<file path="config.mk">
export PLATFORM = sky130hd
export DESIGN_NAME = svtl_fifo
export DESIGN_NICKNAME = d
export VERILOG_FILES = /design/src/rtl/svtl_pkg.sv /design/src/rtl/svtl_fifo.sv
export SDC_FILE = /design/constraint.sdc
export NUM_CORES = 1
export LEC_CHECK = 0
export ABC_AREA = 0
export BUFFER_PORTS_ARGS = -buffer_cell sky130_fd_sc_hd__buf_2
export CORE_UTILIZATION = 40
export CTS_BUF_LIST = sky130_fd_sc_hd__clkbuf_2 sky130_fd_sc_hd__clkbuf_4 sky130_fd_sc_hd__clkbuf_8
export CTS_CLUSTER_DIAMETER = 60
export DETAILED_ROUTE_END_ITERATION = 7
export GPL_TIMING_DRIVEN = 1
export PLACE_DENSITY = 0.58
export SETUP_SLACK_MARGIN = 0.1
export SLEW_MARGIN = 30
export SYNTH_ARGS = -nofsm -noshare
export SYNTH_HDL_FRONTEND = slang
export SYNTH_SLANG_ARGS = --single-unit
</file>
<file path="constraint.sdc">
create_clock -name clk -period 3.45 [get_ports clk]
set_input_delay 0.1725 -clock clk [delete_from_list [all_inputs] [get_ports clk]]
set_output_delay 0.1725 -clock clk [all_outputs]
set_load 0.02 [all_outputs]
</file>
<file path="src/rtl/svtl_pkg.sv">
// ----------------------------------------------------------------------------
// svtl_pkg: shared types and constants for the strip vertex transform block
// Field widths, command words between front and back, light and color tables.
// ----------------------------------------------------------------------------
`default_nettype none

package svtl_pkg;

	localparam int VERTEX_DEPTH_DEF = 4096;
	localparam int IDX_W      = 12;
	localparam int POS_W      = 24;
	localparam int NRM_W      = 16;
	localparam int CNT_W      = 13;
	localparam int EDGE_W     = 48;
	localparam int CFG_IDX_W  = 3;
	localparam int CFG_DATA_W = 48;
	// wide enough to hold the largest vertex depth
	localparam int EXT_W      = 17;
	localparam int QDEPTH     = 4;

	// input opcodes
	typedef enum logic [1:0] {
		OP_WR_VTX = 2'd0,
		OP_WR_NRM = 2'd1,
		OP_STRIP  = 2'd2,
		OP_NONE   = 2'd3
	} opcode_t;

	// register indexes of the configuration port
	localparam logic [CFG_IDX_W-1:0] CFG_CAMERA_X     = 3'd0;
	localparam logic [CFG_IDX_W-1:0] CFG_CAMERA_Y     = 3'd1;
	localparam logic [CFG_IDX_W-1:0] CFG_CAMERA_Z     = 3'd2;
	localparam logic [CFG_IDX_W-1:0] CFG_VIEW_SCALE   = 3'd3;
	localparam logic [CFG_IDX_W-1:0] CFG_VERTEX_COUNT = 3'd4;
	localparam logic [CFG_IDX_W-1:0] CFG_NORMAL_COUNT = 3'd5;
	localparam logic [CFG_IDX_W-1:0] CFG_EDGE_LIMIT   = 3'd6;

	localparam logic [POS_W-1:0]  VIEW_SCALE_RST = 24'd4096;
	localparam logic [EDGE_W-1:0] EDGE_LIMIT_RST = 48'd14745600;

	// command kinds carried through the queue
	typedef enum logic [1:0] {
		CMD_WR_VTX = 2'd0,
		CMD_WR_NRM = 2'd1,
		CMD_TRI    = 2'd2
	} cmd_kind_t;

	typedef struct packed {
		cmd_kind_t                  kind;
		logic [2:0][IDX_W-1:0]      idx;     // write entry in idx[0]
		logic [2:0]                 nrm_ok;
		logic signed [POS_W-1:0]    vx;
		logic signed [POS_W-1:0]    vy;
		logic signed [POS_W-1:0]    vz;
	} cmd_t;

	typedef struct packed {
		logic full;
		logic empty;
	} q_status_t;

	typedef struct packed {
		logic signed [POS_W-1:0] cam_x;
		logic signed [POS_W-1:0] cam_y;
		logic signed [POS_W-1:0] cam_z;
		logic [POS_W-1:0]        scale;
		logic [EDGE_W-1:0]       edge_limit;
	} back_cfg_t;

	typedef enum logic [2:0] {
		B_IDLE = 3'd0,
		B_RD   = 3'd1,
		B_EDGE = 3'd2,
		B_CHK  = 3'd3,
		B_MUL  = 3'd4,
		B_FIN  = 3'd5
	} back_state_t;

	// projection and depth constants
	localparam int SX_OFFSET  = 5120 * 65536;
	localparam int SY_OFFSET  = 3584 * 65536;
	localparam int DEPTH_MUL  = 1000;
	localparam int DEPTH_BIAS = 8388607 * 256;

	// normalized light direction, Q.14
	localparam int LIGHT_X = 5070;
	localparam int LIGHT_Y = 11829;
	localparam int LIGHT_Z = 10139;

	// color ramps: base + slope * dot, full at dot >= 1
	localparam logic [7:0] R_BASE = 8'd54;
	localparam logic [7:0] G_BASE = 8'd60;
	localparam logic [7:0] B_BASE = 8'd48;
	localparam int R_SLOPE = 126;
	localparam int G_SLOPE = 140;
	localparam int B_SLOPE = 112;
	localparam logic [7:0] R_FULL = 8'd180;
	localparam logic [7:0] G_FULL = 8'd200;
	localparam logic [7:0] B_FULL = 8'd160;

endpackage

`default_nettype wire

</file>
<file path="src/rtl/svtl_fifo.sv">
// ----------------------------------------------------------------------------
// svtl_fifo: command queue between front and back
// Small register queue that lets either side stall on its own.
// ----------------------------------------------------------------------------
`default_nettype none

module svtl_fifo (
	input  logic                clk,
	input  logic                arst_n,
	input  logic                push,
	input  svtl_pkg::cmd_t      cmd_in,
	input  logic                pop,
	output svtl_pkg::cmd_t      cmd_out,
	output svtl_pkg::q_status_t stat
);
	import svtl_pkg::*;

	localparam int PW = $clog2(QDEPTH);

	cmd_t              entry_q [QDEPTH];
	logic [PW-1:0]     wr_ptr_q, rd_ptr_q;
	logic [PW:0]       count_q;

	assign stat.full  = (count_q == (PW+1)'(QDEPTH));
	assign stat.empty = (count_q == '0);
	assign cmd_out    = entry_q[rd_ptr_q];

	// storage
	always_ff @(posedge clk) begin
		if (push) begin
			entry_q[wr_ptr_q] <= cmd_in;
		end
	end

	// pointers and fill level
	always_ff @(posedge clk or negedge arst_n) begin
		if (!arst_n) begin
			wr_ptr_q <= '0;
			rd_ptr_q <= '0;
			count_q  <= '0;
		end else begin
			if (push) begin
				wr_ptr_q <= wr_ptr_q + 1'b1;
			end
			if (pop) begin
				rd_ptr_q <= rd_ptr_q + 1'b1;
			end
			if (push && !pop) begin
				count_q <= count_q + 1'b1;
			end else if (pop && !push) begin
				count_q <= count_q - 1'b1;
			end
		end
	end

endmodule

`default_nettype wire

</file>
Yosys cells after proc, flatten, opt, wreduce, memory -nomap -nowiden
Memories as Yosys holds them, arrays and structs flattened.
Index checks and enable logic that the tools add are counted.
Cells by class
  muxes and demuxes: 4
  add/subtract/negate cells: 4
  equal/unequal tests: 1
  reduce and logical (&&, ||, !) cells: 6
Operators by type and width (count)
  3-bit two-way mux: 2
  2-bit by 1-bit adder with 2-bit output, second input constant: 2
  3-bit by 1-bit adder with 3-bit output, second input constant: 1
  3-bit == test, second input constant: 1
  3-bit zero test: 1
  3-bit by 1-bit subtractor with 3-bit output, second input constant: 1
  1-bit logical AND: 2
  1-bit zero test: 2
  1-bit two-way mux: 2
  2-bit nonzero test: 1
Word-level totals
  bits of input ports: 117
  output and inout bits: 115
  bits in registers: 7
  memory bits (writable): 452
  memories: 1
Memories
  entry_q: words 4, width 113, rd ports 1, clocked after memory_dff 0, write ports 1, RTL line svtl_fifo.sv:20  | cmd_t entry_q [QDEPTH];

Longest topological paths before layout
  depth after elaboration: 4
  gate-level depth with buffers: 7

Worst setup path after synthesis
No wires, ideal clock.
  path type: register -> register
  from: register wr_ptr_q[0]
  to: memory entry_q[2][0] (netlist name) (enable)
  arrival time: 3.217 ns
  required time: 2.965 ns
  library setup time: 0.485 ns
  cell stages (with the launch flop): 4
  path slack: -0.252 ns
  cell sequence: dfrtp_1 inv_1 ha_1 and2_1
RTL lines
  from (decl): RTL line svtl_fifo.sv:21  | logic [PW-1:0] wr_ptr_q, rd_ptr_q;
  from (signal assigned): RTL line svtl_fifo.sv:43  | wr_ptr_q <= wr_ptr_q + 1'b1;
  to (decl): RTL line svtl_fifo.sv:20
No word-level cell before the write port.

==> results.yml <==
die:
  rows: 74
  core_area_mm2: 0.0410
  initial_core_utilization_pct: 40.7
  io_pins: 232
  die-area_mm2: 0.0425
  die_boundary_height_um: 206
  floorplan.die.width_um: 206
drt:
  vias: 7898
  drt-pass1-iter-count: 7
  totalWireLength_um: 32700
  drt-wirelength-per-cell_um: 20.0
  via_per_inst: 4.84
  post-route-drc-count: 30
  ant_nets: 0
  drtIter0Drc: 300
synthesis:
  synth_fp_nets: 748
  synthMostInstantiatedCell: "sky130_fd_sc_hd__edfxtp_1"
  synth_simple_gate_area_share_pct: 0.293
  yosys_most_used_dff: "sky130_fd_sc_hd__edfxtp_1"
  synth_top_area_share_pct: 81.4
  register_area_share_after_synthesis_pct: 82.4
  synth.yosys.warnings: 0
  synth_edf_count: 452
  synthAdderAreaFrac_pct: 0.495
  synth-xor-area-share_pct: 0.315
  synth_cells: 625
  combinational_family_with_the_most_area_after_synthesis: "multiplexers"
  yosys_register_bits: 459
  post_synth_main_area_contributors: "sky130_fd_sc_hd__edfxtp_1, sky130_fd_sc_hd__mux4_2, sky130_fd_sc_hd__dfrtp_1"
  synth-compound-area-share_pct: 0.0300
  share_of_synthesized_registers_carrying_an_async_set_or_reset_pct: 1.53
  synth_commonest_cells: "sky130_fd_sc_hd__edfxtp_1, sky130_fd_sc_hd__mux4_2, sky130_fd_sc_hd__buf_2"
  synth.area.mux_share_pct: 15.3
  post_synth_instance_area_mm2: 0.0167
  avgSynthCellArea_um2: 26.7
  synth_cell_type_count: 19
  synth_top_area_cell: "sky130_fd_sc_hd__edfxtp_1"
sta:
  max_slew_headroom_at_the_worst_pin_pct: 45.3
  achievable-frequency_ghz: 0.361
  skew_ns: 0.0163
  tightestPinTransition_ns: 0.821
  final_critical_period_ns: 2.77
  final.period_utilization_pct: 80.4
  report.final.setup_viol: 0
  grt_setup_unrepaired: "false"
  final.setup.worst_slack_ns: 0.678
  final-hold-violation-count: 0
  finalMaxSlewViolations: 0
  setup-tns-final_ns: 0
setup_path:
  critPathMaxStageDelay_ns: 0.84
  critical_path_slowest_stage_cell: "sky130_fd_sc_hd__dfrtp_4"
  critical_path.cell_chain: "buf_12 -> mux4_2 -> buf_2"
  worst_setup_path_startpoint: "rd_ptr_q[0]$_DFFE_PN0P_"
  worst_setup_path_end_kind: "primary output"
  critical_path.top_delay_family: "flip-flops"
  critPathLaunchType: "flip-flop"
  reg2regPathDepth: 4
  critical_path.n_buffers_inverters: 2
  critical_path_arrival_ns: 2.60
  r2r_start: "wr_ptr_q[1]$_DFFE_PN0P_"
  endpoint_of_the_most_critical_register_to_register_path: "entry_q[1][42]$_DFFE_PP_"
  setup.worst_path.class: "flip-flop to primary output"
  r2r_setup_slack_ns: 1.51
  timing.critical_path.required_ns: 3.28
  path_max_fanout: 36
min_path:
  hold_sp: "cmd_in[1]"
  min_delay_worst_endpoint: "entry_q[2][1]$_DFFE_PP_"
  hold-path-cell-count: 2
  min_path_type: "input pin to flip-flop"
global_routing:
  grt_max_degree: 63
  gr-usage-all-layers_pct: 15.7
  antenna_found_initial: 1
  vias_in_the_first_global_route: 8590
  globalRouteOverflowTotal: 0
  grt_pass1_wl_um: 49600
clock_tree:
  clock_tree.htree_level_count: 3
  postCtsResizedCells: 0
  clock_latency_ns: 0.61
  tritoncts_clock_tree: "built"
  num_cts_buffers: 77
  clk_pin_slew_ns: 0.06
  cts.sinks: 459
  ctsRootBufferMaster: "sky130_fd_sc_hd__clkbuf_8"
  clk_path_buf_depth: 3
place:
  place_area_mm2: 0.0186
  detailedPlace.worstSlack_ns: 1.20
  dp_hpwl_um: 18300
  gpl.final_weighted_congestion: 0.693
  io_buffers: 231
run:
  max-cap-violations: 0
pwr:
  p_leak_nw: 7.41
  power_per_cell_area_mw_per_mm2: 844
  peakVddDrop_mv: 0.469
final_layout:
  fillers: 3250
  antenna_cells_inserted: 0
  fin_area_mm2: 0.0213
  area_growth_syn_to_layout_pct: 27.8
  layout.nets: 1163
  post_route_cells_drive_above_1_share_pct: 44.7
status:
  failed_checks: "design-rule violations"
  outcome: "finished with violations"
## worst max path at each step
stage / cells after the start / end
finish: 3 / cmd_out[21]
global placement: 3 / cmd_out[21]
global route: 3 / cmd_out[21]
detailed placement: 3 / cmd_out[21]
CTS: 3 / cmd_out[21]
floorplan: 3 / entry_q[2][0]$_DFFE_PP_
## logic make-up after synthesis
group,after synthesis
compound gates,1
simple gates,9
xor+xnor,6
fa+ha+maj,6
flops,459
buf+inv,30
mux,114
## layer usage
metal  track usage (%)  part of all wire (%)  wire, um  vias to the layer above
met5                 0                 0.031        10                        -
met4              5.86                   2.0       660                        2
met3              4.81                   7.1      2310                       60
met2              24.8                    48     15600                      235
met1              20.5                    43     14100                     4049
li1                  -                     -         -                     3552
## metrics by stage
stage          hold slack, ns  utilization (%)  power (mW)  std cells
2_1_floorplan          -0.123                -        11.5        625
3_3_place_gp           0.0310             45.3        13.3       1376
3_5_place_dp           0.0274             45.3        13.4       1376
4_1_cts                 0.241             52.0        18.3       1633
5_1_grt                 0.268             52.0        18.9       1633
6_report                0.314             52.0        18.0       1633
## sequential cells by signal (all words and copies together) (netlist names)
signal    count
wr_ptr_q      2
entry_q     452
rd_ptr_q      2
count_q       3
## cells in the final DEF, fill, tap and decap left out, drive strengths merged, types with 4 or more instances in the layout
cell type and count:
and2 4, dlygate4sd3 117, clkinv 20, dfrtp 7, ha 5, buf 245
edfxtp 452, clkbuf 115, mux4 113, inv 7, xor2 4
## final cells by class
type	count	area (um2)	share of cell area, %
Clock buffer	115	1380	6.46
Clock inverter	25	174	0.816
Inverter	4	15.0	0.0705
Multi-Input combinational cell	136	2760	12.9
Sequential cell	459	13800	64.5
Tap cell	532	666	3.12
Timing Repair Buffer	362	2570	12.1
## report_power, final
group          switching [mW]  leakage [nW]  internal [mW]  total (mW)
Sequential              0.320          4.23           7.29        7.61
Clock                    2.07         0.831           2.71        4.78
Combinational            3.28          2.35           2.32        5.60
Total                    5.67          7.41           12.3        18.0
## worst register-to-register path: stages (launching register included)
cell,delay [ns]
sky130_fd_sc_hd__dfrtp_1,0.39
sky130_fd_sc_hd__inv_1,0.10
sky130_fd_sc_hd__ha_1,0.15
sky130_fd_sc_hd__and2_4,0.54
sky130_fd_sc_hd__buf_12,0.36
## repair_timing
| action | 4_1_cts | 5_1_grt |
|---|---|---|
| setup buffers | 0 | 0 |
| hold buffers | 117 | 0 |
| endpoints found under the hold margin | 463 | 0 |
(Power assumes the default switching activity.)
