[src/rtl/svtl_pkg.sv]
// ----------------------------------------------------------------------------
// svtl_pkg: shared types and constants for the strip vertex transform block
// Field widths, command words between front and back, light and color tables.
// ----------------------------------------------------------------------------
`default_nettype none

package svtl_pkg;

	localparam int VERTEX_DEPTH_DEF = 4096;
	localparam int IDX_W      = 12;
	localparam int POS_W      = 24;
	localparam int NRM_W      = 16;
	localparam int CNT_W      = 13;
	localparam int EDGE_W     = 48;
	localparam int CFG_IDX_W  = 3;
	localparam int CFG_DATA_W = 48;
	// wide enough to hold the largest vertex depth
	localparam int EXT_W      = 17;
	localparam int QDEPTH     = 4;

	// input opcodes
	typedef enum logic [1:0] {
		OP_WR_VTX = 2'd0,
		OP_WR_NRM = 2'd1,
		OP_STRIP  = 2'd2,
		OP_NONE   = 2'd3
	} opcode_t;

	// register indexes of the configuration port
	localparam logic [CFG_IDX_W-1:0] CFG_CAMERA_X     = 3'd0;
	localparam logic [CFG_IDX_W-1:0] CFG_CAMERA_Y     = 3'd1;
	localparam logic [CFG_IDX_W-1:0] CFG_CAMERA_Z     = 3'd2;
	localparam logic [CFG_IDX_W-1:0] CFG_VIEW_SCALE   = 3'd3;
	localparam logic [CFG_IDX_W-1:0] CFG_VERTEX_COUNT = 3'd4;
	localparam logic [CFG_IDX_W-1:0] CFG_NORMAL_COUNT = 3'd5;
	localparam logic [CFG_IDX_W-1:0] CFG_EDGE_LIMIT   = 3'd6;

	localparam logic [POS_W-1:0]  VIEW_SCALE_RST = 24'd4096;
	localparam logic [EDGE_W-1:0] EDGE_LIMIT_RST = 48'd14745600;

	// command kinds carried through the queue
	typedef enum logic [1:0] {
		CMD_WR_VTX = 2'd0,
		CMD_WR_NRM = 2'd1,
		CMD_TRI    = 2'd2
	} cmd_kind_t;

	typedef struct packed {
		cmd_kind_t                  kind;
		logic [2:0][IDX_W-1:0]      idx;     // write entry in idx[0]
		logic [2:0]                 nrm_ok;
		logic signed [POS_W-1:0]    vx;
		logic signed [POS_W-1:0]    vy;
		logic signed [POS_W-1:0]    vz;
	} cmd_t;

	typedef struct packed {
		logic full;
		logic empty;
	} q_status_t;

	typedef struct packed {
		logic signed [POS_W-1:0] cam_x;
		logic signed [POS_W-1:0] cam_y;
		logic signed [POS_W-1:0] cam_z;
		logic [POS_W-1:0]        scale;
		logic [EDGE_W-1:0]       edge_limit;
	} back_cfg_t;

	typedef enum logic [2:0] {
		B_IDLE = 3'd0,
		B_RD   = 3'd1,
		B_EDGE = 3'd2,
		B_CHK  = 3'd3,
		B_MUL  = 3'd4,
		B_FIN  = 3'd5
	} back_state_t;

	// projection and depth constants
	localparam int SX_OFFSET  = 5120 * 65536;
	localparam int SY_OFFSET  = 3584 * 65536;
	localparam int DEPTH_MUL  = 1000;
	localparam int DEPTH_BIAS = 8388607 * 256;

	// normalized light direction, Q.14
	localparam int LIGHT_X = 5070;
	localparam int LIGHT_Y = 11829;
	localparam int LIGHT_Z = 10139;

	// color ramps: base + slope * dot, full at dot >= 1
	localparam logic [7:0] R_BASE = 8'd54;
	localparam logic [7:0] G_BASE = 8'd60;
	localparam logic [7:0] B_BASE = 8'd48;
	localparam int R_SLOPE = 126;
	localparam int G_SLOPE = 140;
	localparam int B_SLOPE = 112;
	localparam logic [7:0] R_FULL = 8'd180;
	localparam logic [7:0] G_FULL = 8'd200;
	localparam logic [7:0] B_FULL = 8'd160;

endpackage

`default_nettype wire

[src/rtl/svtl_in_if.sv]
// ----------------------------------------------------------------------------
// svtl_in_if: input item channel
// Valid/ready channel carrying write and strip index items.
// ----------------------------------------------------------------------------
`default_nettype none

interface svtl_in_if;
	logic                                valid;
	logic                                ready;
	logic [1:0]                          opcode;
	logic [svtl_pkg::IDX_W-1:0]          entry_index;
	logic signed [svtl_pkg::POS_W-1:0]   value_x;
	logic signed [svtl_pkg::POS_W-1:0]   value_y;
	logic signed [svtl_pkg::POS_W-1:0]   value_z;
	logic                                strip_start;

	modport source (output valid, opcode, entry_index, value_x, value_y, value_z,
		strip_start, input ready);
	modport sink (input valid, opcode, entry_index, value_x, value_y, value_z,
		strip_start, output ready);
endinterface

`default_nettype wire

[src/rtl/svtl_front.sv]
// ----------------------------------------------------------------------------
// svtl_front: item intake and strip assembly
// Builds triangles from strip indices, drops degenerate and out-of-range ones,
// and queues memory writes and kept triangles for the back end.
// ----------------------------------------------------------------------------
`default_nettype none

module svtl_front #(
	parameter int VERTEX_DEPTH = svtl_pkg::VERTEX_DEPTH_DEF
) (
	input  logic                          clk,
	input  logic                          arst_n,
	svtl_in_if.sink                       in_ch,
	input  logic [svtl_pkg::CNT_W-1:0]    vertex_count,
	input  logic [svtl_pkg::CNT_W-1:0]    normal_count,
	input  svtl_pkg::q_status_t           q_stat,
	output logic                          q_push,
	output svtl_pkg::cmd_t                q_cmd
);
	import svtl_pkg::*;

	localparam logic [EXT_W-1:0] DEPTH_EXT = EXT_W'(VERTEX_DEPTH);

	logic [IDX_W-1:0]      older_q, newer_q;
	logic [1:0]            fill_q;
	logic                  odd_q;
	logic                  acc;
	logic [1:0]            fill_eff;
	logic                  odd_eff;
	logic                  tri_pos;
	logic                  degen;
	logic                  in_rng;
	logic                  wr_ok;
	logic [2:0][IDX_W-1:0] tri_idx;
	opcode_t               op;

	function automatic logic idx_ok(input logic [IDX_W-1:0] i,
		input logic [CNT_W-1:0] cnt);
		return (CNT_W'(i) < cnt) && (EXT_W'(i) < DEPTH_EXT);
	endfunction

	assign in_ch.ready = !q_stat.full;
	assign acc = in_ch.valid && in_ch.ready;
	assign op = opcode_t'(in_ch.opcode);

	// strip position and triangle checks
	always_comb begin
		fill_eff = in_ch.strip_start ? 2'd0 : fill_q;
		odd_eff  = in_ch.strip_start ? 1'b0 : odd_q;
		tri_pos  = (fill_eff == 2'd2);
		degen    = (older_q == newer_q) || (newer_q == in_ch.entry_index)
			|| (older_q == in_ch.entry_index);
		tri_idx[0] = older_q;
		tri_idx[1] = odd_eff ? in_ch.entry_index : newer_q;
		tri_idx[2] = odd_eff ? newer_q : in_ch.entry_index;
		in_rng = idx_ok(tri_idx[0], vertex_count) && idx_ok(tri_idx[1], vertex_count)
			&& idx_ok(tri_idx[2], vertex_count);
		wr_ok  = (EXT_W'(in_ch.entry_index) < DEPTH_EXT);
	end

	// command build
	always_comb begin
		q_cmd.idx       = tri_idx;
		q_cmd.nrm_ok[0] = idx_ok(tri_idx[0], normal_count);
		q_cmd.nrm_ok[1] = idx_ok(tri_idx[1], normal_count);
		q_cmd.nrm_ok[2] = idx_ok(tri_idx[2], normal_count);
		q_cmd.vx        = in_ch.value_x;
		q_cmd.vy        = in_ch.value_y;
		q_cmd.vz        = in_ch.value_z;
		case (op)
			OP_WR_VTX: begin
				q_cmd.kind   = CMD_WR_VTX;
				q_cmd.idx[0] = in_ch.entry_index;
				q_push       = acc && wr_ok;
			end
			OP_WR_NRM: begin
				q_cmd.kind   = CMD_WR_NRM;
				q_cmd.idx[0] = in_ch.entry_index;
				q_push       = acc && wr_ok;
			end
			OP_STRIP: begin
				q_cmd.kind = CMD_TRI;
				q_push     = acc && tri_pos && !degen && in_rng;
			end
			default: begin
				q_cmd.kind = CMD_TRI;
				q_push     = 1'b0;
			end
		endcase
	end

	// strip state
	always_ff @(posedge clk or negedge arst_n) begin
		if (!arst_n) begin
			older_q <= '0;
			newer_q <= '0;
			fill_q  <= '0;
			odd_q   <= 1'b0;
		end else if (acc && op == OP_STRIP) begin
			older_q <= newer_q;
			newer_q <= in_ch.entry_index;
			fill_q  <= tri_pos ? 2'd2 : fill_eff + 2'd1;
			odd_q   <= tri_pos ? !odd_eff : odd_eff;
		end
	end

endmodule

`default_nettype wire

[src/flat_wrapper.sv]
// flat-port wrapper written by rule: the top's interface ports become plain ports
module svtl_front_flat import svtl_pkg::*;
#(
	parameter int VERTEX_DEPTH = svtl_pkg::VERTEX_DEPTH_DEF
)
  (clk, arst_n, vertex_count, normal_count, q_stat, q_push, q_cmd, in_ch_valid, in_ch_opcode, in_ch_entry_index, in_ch_value_x, in_ch_value_y, in_ch_value_z, in_ch_strip_start, in_ch_ready);
  svtl_in_if in_ch_i ();
  input  logic clk;
  input  logic arst_n;
  input  logic [svtl_pkg::CNT_W-1:0] vertex_count;
  input  logic [svtl_pkg::CNT_W-1:0] normal_count;
  input  svtl_pkg::q_status_t q_stat;
  output logic q_push;
  output svtl_pkg::cmd_t q_cmd;
  input wire logic [$bits(in_ch_i.valid)-1:0] in_ch_valid;
  input wire logic [$bits(in_ch_i.opcode)-1:0] in_ch_opcode;
  input wire logic [$bits(in_ch_i.entry_index)-1:0] in_ch_entry_index;
  input wire logic [$bits(in_ch_i.value_x)-1:0] in_ch_value_x;
  input wire logic [$bits(in_ch_i.value_y)-1:0] in_ch_value_y;
  input wire logic [$bits(in_ch_i.value_z)-1:0] in_ch_value_z;
  input wire logic [$bits(in_ch_i.strip_start)-1:0] in_ch_strip_start;
  output wire logic [$bits(in_ch_i.ready)-1:0] in_ch_ready;
  assign in_ch_i.valid = in_ch_valid;
  assign in_ch_i.opcode = in_ch_opcode;
  assign in_ch_i.entry_index = in_ch_entry_index;
  assign in_ch_i.value_x = in_ch_value_x;
  assign in_ch_i.value_y = in_ch_value_y;
  assign in_ch_i.value_z = in_ch_value_z;
  assign in_ch_i.strip_start = in_ch_strip_start;
  assign in_ch_ready = in_ch_i.ready;
  svtl_front #(.VERTEX_DEPTH(VERTEX_DEPTH)) u_core (.clk(clk), .arst_n(arst_n), .in_ch(in_ch_i), .vertex_count(vertex_count), .normal_count(normal_count), .q_stat(q_stat), .q_push(q_push), .q_cmd(q_cmd));
endmodule
[config.mk]
export PLATFORM = sky130hd
export DESIGN_NAME = svtl_front_flat
export DESIGN_NICKNAME = d
export VERILOG_FILES = /design/src/rtl/svtl_pkg.sv /design/src/rtl/svtl_in_if.sv /design/src/rtl/svtl_front.sv /design/src/flat_wrapper.sv
export SDC_FILE = /design/constraint.sdc
export NUM_CORES = 1
export LEC_CHECK = 0
export BUFFER_PORTS_ARGS = -buffer_cell sky130_fd_sc_hd__buf_2
export CAP_MARGIN = 20
export CORE_MARGIN = 3
export CORE_UTILIZATION = 49
export DETAILED_ROUTE_END_ITERATION = 10
export PLACE_DENSITY_LB_ADDON = 0.08
export REMOVE_ABC_BUFFERS = 1
export SLEW_MARGIN = 20
export SYNTH_ARGS = -nofsm -noshare
export SYNTH_HDL_FRONTEND = slang
export SYNTH_SLANG_ARGS = --single-unit
[constraint.sdc]
create_clock -name clk -period 8.9 [get_ports clk]
set_input_delay 0.445 -clock clk [delete_from_list [all_inputs] [get_ports clk]]
set_output_delay 0.445 -clock clk [all_outputs]
set_load 0.01 [all_outputs]
# After elaboration in Yosys (flattened, before gate mapping)
# Cells that the tools add are included.
# totals
reg_bits	27
latch_bits	0
mem_bits_rw	0
romBits	0
in_bits	118
out_inout_bits	115
memories	0
# op_classes
n_addsub	1
multipliers	0
div_mod_pow	0
n_lt_le_gt_ge	6
n_eq_ne	6
shift	0
n_mux	9
bitwise	0
n_reduce_logical	14
# ops
cell	count
less-than comparator 12 x 13 -> 1 bit	6
equality test 12 bit	3
2-to-1 mux 12 bit	3
logical AND 1 bit	7
equality test 2 bit, second input constant	2
2-to-1 mux 2 bit	2
case mux 2 bit (2 select lines)	1
logical NOT 1 bit	3
adder 2 x 1 -> 2 bit, second input constant	1
equality test 2 x 1 -> 1 bit, second input constant	1
logical NOT 2 bit	1
logical OR 1 bit	2
2-to-1 mux 1 bit	2
case mux 1 bit (2 select lines)	1
OR reduction 2 bit	1

# Depth between registers and ports, before layout
# logic_depth
ltp_word	7
ltp_mapped	11
depth_no_buf	9

# Worst setup path after synthesis
# OpenSTA, ideal clock, no wires.
# synth_path
path_kind	input to output
from	input port in_ch_strip_start
to	output port q_push
arrival_time_ns	3.116
required_ns	8.455
slack_ns	5.339
stages	11
path_buffers	2
path_cell_list	nand2b_1 -> buf_2 -> clkbuf_1 -> mux2_2 -> ha_1 -> a21o_1 -> a2111oi_4 -> a21oi_1 -> nor4_2 -> nand4_1 -> o32ai_1
# synth_lines
item	line	source
start: declaration	flat_wrapper.sv:21	input wire logic [$bits(in_ch_i.strip_start)-1:0] in_ch_strip_start;
end: declaration	flat_wrapper.sv:13	output logic q_push;

# Final worst setup path
# layout_path
from	register u_core.odd_q
to	output port q_push
# layout_between
elab_chain_cells	7
# layout_lines
item	line	source
start: declaration	svtl_front.sv:26	logic odd_q;
start signal: assignment	svtl_front.sv:103	odd_q <= tri_pos ? !odd_eff : odd_eff;
2-to-1 mux 1 bit (*)	svtl_front.sv:49	odd_eff = in_ch.strip_start ? 1'b0 : odd_q;
2-to-1 mux 12 bit	svtl_front.sv:54	tri_idx[1] = odd_eff ? in_ch.entry_index : newer_q;
less-than comparator 12 x 13 -> 1 bit	svtl_front.sv:39	return (CNT_W'(i) < cnt) && (EXT_W'(i) < DEPTH_EXT);
logical AND 1 bit	svtl_front.sv:56	in_rng = idx_ok(tri_idx[0], vertex_count) && idx_ok(tri_idx[1], vertex_count)
logical AND 1 bit (*)	svtl_front.sv:57	&& idx_ok(tri_idx[2], vertex_count);
logical AND 1 bit (*)	svtl_front.sv:83	q_push = acc && tri_pos && !degen && in_rng;
case mux 1 bit (2 select lines) (*)	svtl_front.sv:70	case (op)
# Every way passes the cells marked *; elsewhere a longest branch is shown, timed or not.

==> flow_summary.toml <==
[run_status]
status = "complete, no violations"

[finish]
num_antenna_cells = 0
area_delta_synth_final_pct = 1.22
fillCellCount = 768
final_util = 0.517
nNetsFinal = 619
final_area_um2 = 4040
layout_commonest_cell = "buf_2"
layout_common_cells = "buf_2, ha_1, mux2_2, xnor2_1, dfrtp_1"
drive_gt1_frac = 0.366
final_cells = 534

[route]
postRouteWirelength_um = 16900
final_antenna_net_count = 0
drtIter0Drc = 75
dr_total_vias = 3133
remaining_drc_errors = 0
avgViaCountPerCell = 5.87
firstDrtPassIters = 4
wire_per_inst_um = 31.7

[power]
pwr-share-comb = 0.595
p_int_uw = 419
switching_share = 0.449
ir_drop_v = 0.000124
p_sw_uw = 341
power.density_nw_per_um2 = 188
leakage_uw = 0.00202
seq_power_share = 0.309
pwr-share-clk = 0.096

[global_route]
grt_use_met2 = 0.552
grt_util_all_layers = 0.360
grt_pass1_vias = 2996
grt_pass1_wl_um = 22600
grt_max_degree = 29
busiest_layer = "met2"
antenna_found_initial = 1
grt.met1_usage = 0.357
met3_usage = 0.334
overflow = 0

[critical_path]
cp-start-kind = "flop"
end_kind = "output port"
critPathMaxStageDelay_ns = 0.42
setup.worst_path.class = "flop to output port"
cp.required_ns = 8.46
worstPathCellList = "nand2b_1 > buf_4 > mux2_2 > ha_1 > a21o_1 > a2111oi_4 > a21oi_1 > nor4_2 > nand4_1 > o32ai_1 > buf_2"
arrival_ns = 3.46
slowest_stage = "mux2_2"
crit_fanout = 24

[place]
port_buffers = 87
dp_hpwl_um = 15000
placed_area_um2 = 3990
place_congestion = 1.08
dp_cells = 530

[run]
cap_viol_max_count = 0

[synthesis]
synth_area_leaders = "ha_1, mux2_2, dfrtp_1"
yosys.area.top_type = "ha_1"
synth_warnings = 0
synth_top_area_share = 0.213
syn_inst = 420
ys_seq_area_frac = 0.169
synth-seq-cells = 27
avgSynthCellArea_um2 = 9.50
synthesis.area_um2 = 3990
ys_types = 44

[floorplanning]
fp.dieW_um = 96.3
rows = 32
die_h_um = 96.3
ioPinCount = 233
core_um2 = 7810
dieArea_um2 = 9260
start_util = 0.511

[sta]
finalMaxSlewViolations = 0
period_needed_ns = 3.91
tightest_slew_ns = 0.641
rsz0062_at_grt = "false"
finClkSkew_ns = 0.00236
setup_viol = 0
tns_ns = 0
hold_viol_final = 0
max_freq_mhz = 256
finalCritPeriodShare = 0.439
hold_slack_ns = 0.176
relSlewSlack = 0.572

[cts]
clkTransAtPathRegs_ns = 0.10
cts_setup_buffers = 0
ctsHoldBuffers = 0
cts.sinks = 27
cts_resized = 0
htreeDepth = 1
clockBufferDepth = 2
insertion_delay_ns = 0.28
cts-root-buf = "clkbuf_8"
numCtsBuffers = 3
cts_tree = "built"

[min_path]
min_path_type = "input pin to async pin"
-- metal layers --
| metal | wire, um | share of wire |
|---|---|---|
| met5 | 18 | 0.0011 |
| met1 | 5610 | 0.33 |
| met4 | 414 | 0.024 |
| met2 | 7220 | 0.43 |
| met3 | 3650 | 0.22 |
-- cells by family after synthesis --
family | share of synthesized area
buffers and inverters | 0.171
adder cells (fa/ha/maj) | 0.213
AO/OA/AOI/OAI | 0.108
multiplexers | 0.177
AND/OR/NAND/NOR | 0.0821
XOR/XNOR | 0.0790
flip-flops | 0.169
-- final cells by class --
class                           instances  area [um^2]  share of cell area
Inverter                               27          101              0.0251
Timing Repair Buffer                   89          450               0.111
Multi-Input combinational cell        285         2640               0.653
Clock buffer                            3         41.3              0.0102
Tap cell                              102          128              0.0316
Clock inverter                          1         5.00             0.00124
Sequential cell                        27          676               0.167
-- state kept, by name (all words and copies together), names as in the netlist --
name	flops
u_core.fill_q	2
u_core.newer_q	12
u_core.odd_q	1
u_core.older_q	12
-- critical path: cells and delay by family, from the launching register on --
family | cells | cell delay, ns
compound gates | 4 | 1.08
fa+ha+maj | 1 | 0.30
flops | 1 | 0.41
mux | 1 | 0.42
simple gates | 3 | 0.44
buf+inv | 2 | 0.52
-- synthesized netlist by cell type, drive strengths merged --
| cell type | n |
|---|---|
| nand3b | 1 |
| nor3 | 5 |
| nand4b | 3 |
| nand2 | 7 |
| a21boi | 1 |
| ha | 68 |
| o32ai | 1 |
| nor2b | 4 |
| clkinv | 1 |
| mux2 | 61 |
| a31oi | 1 |
| a2bb2oi | 1 |
| a21o | 16 |
| nor3b | 1 |
| nand3 | 2 |
| o21a | 3 |
| a2111oi | 3 |
| dfrtp | 27 |
| inv | 26 |
| nor4 | 1 |
| nand2b | 6 |
| a21oi | 19 |
| a211oi | 1 |
| and2 | 1 |
| clkbuf | 3 |
| and4b | 1 |
| o22ai | 1 |
| a311o | 1 |
| a22oi | 1 |
| o21ai | 11 |
| nand4 | 14 |
| mux2i | 2 |
| xnor2 | 36 |
| o2bb2ai | 1 |
| buf | 78 |
| o211ai | 2 |
| nor2 | 7 |
| o2111ai | 1 |
| and4 | 1 |
-- power groups by stage --
stage | Sequential (uW) | Clock [uW] | Combinational [uW]
floorplan | 210 | 0 | 319
global placement | 234 | 0 | 439
detailed placement | 236 | 0 | 449
CTS | 234 | 73.8 | 452
global route | 240 | 78.2 | 504
finish | 234 | 73.0 | 452
-- stage by stage --
step | setup WS, ns | power [uW]
CTS | 4.99 | 760
global route | 4.79 | 823
detailed placement | 5.10 | 685
global placement | 5.14 | 673
finish | 4.99 | 759
floorplan | 5.00 | 528
-- worst paths after layout --
path	from	to	slack [ns]	cells after the start
setup / recovery	u_core.odd_q	q_push	4.99	11
hold / removal	arst_n	u_core.fill_q[0]	0.18	1
setup reg to reg	u_core.fill_q[1]	u_core.odd_q	7.71	5
hold reg to reg	u_core.fill_q[1]	u_core.fill_q[1]	0.53	1
max in group asynchronous	arst_n	u_core.newer_q[2]	8.30	1
min in group clk	in_ch_entry_index[1]	u_core.newer_q[1]	0.49	2
Power figures use the tool's default switching activity.
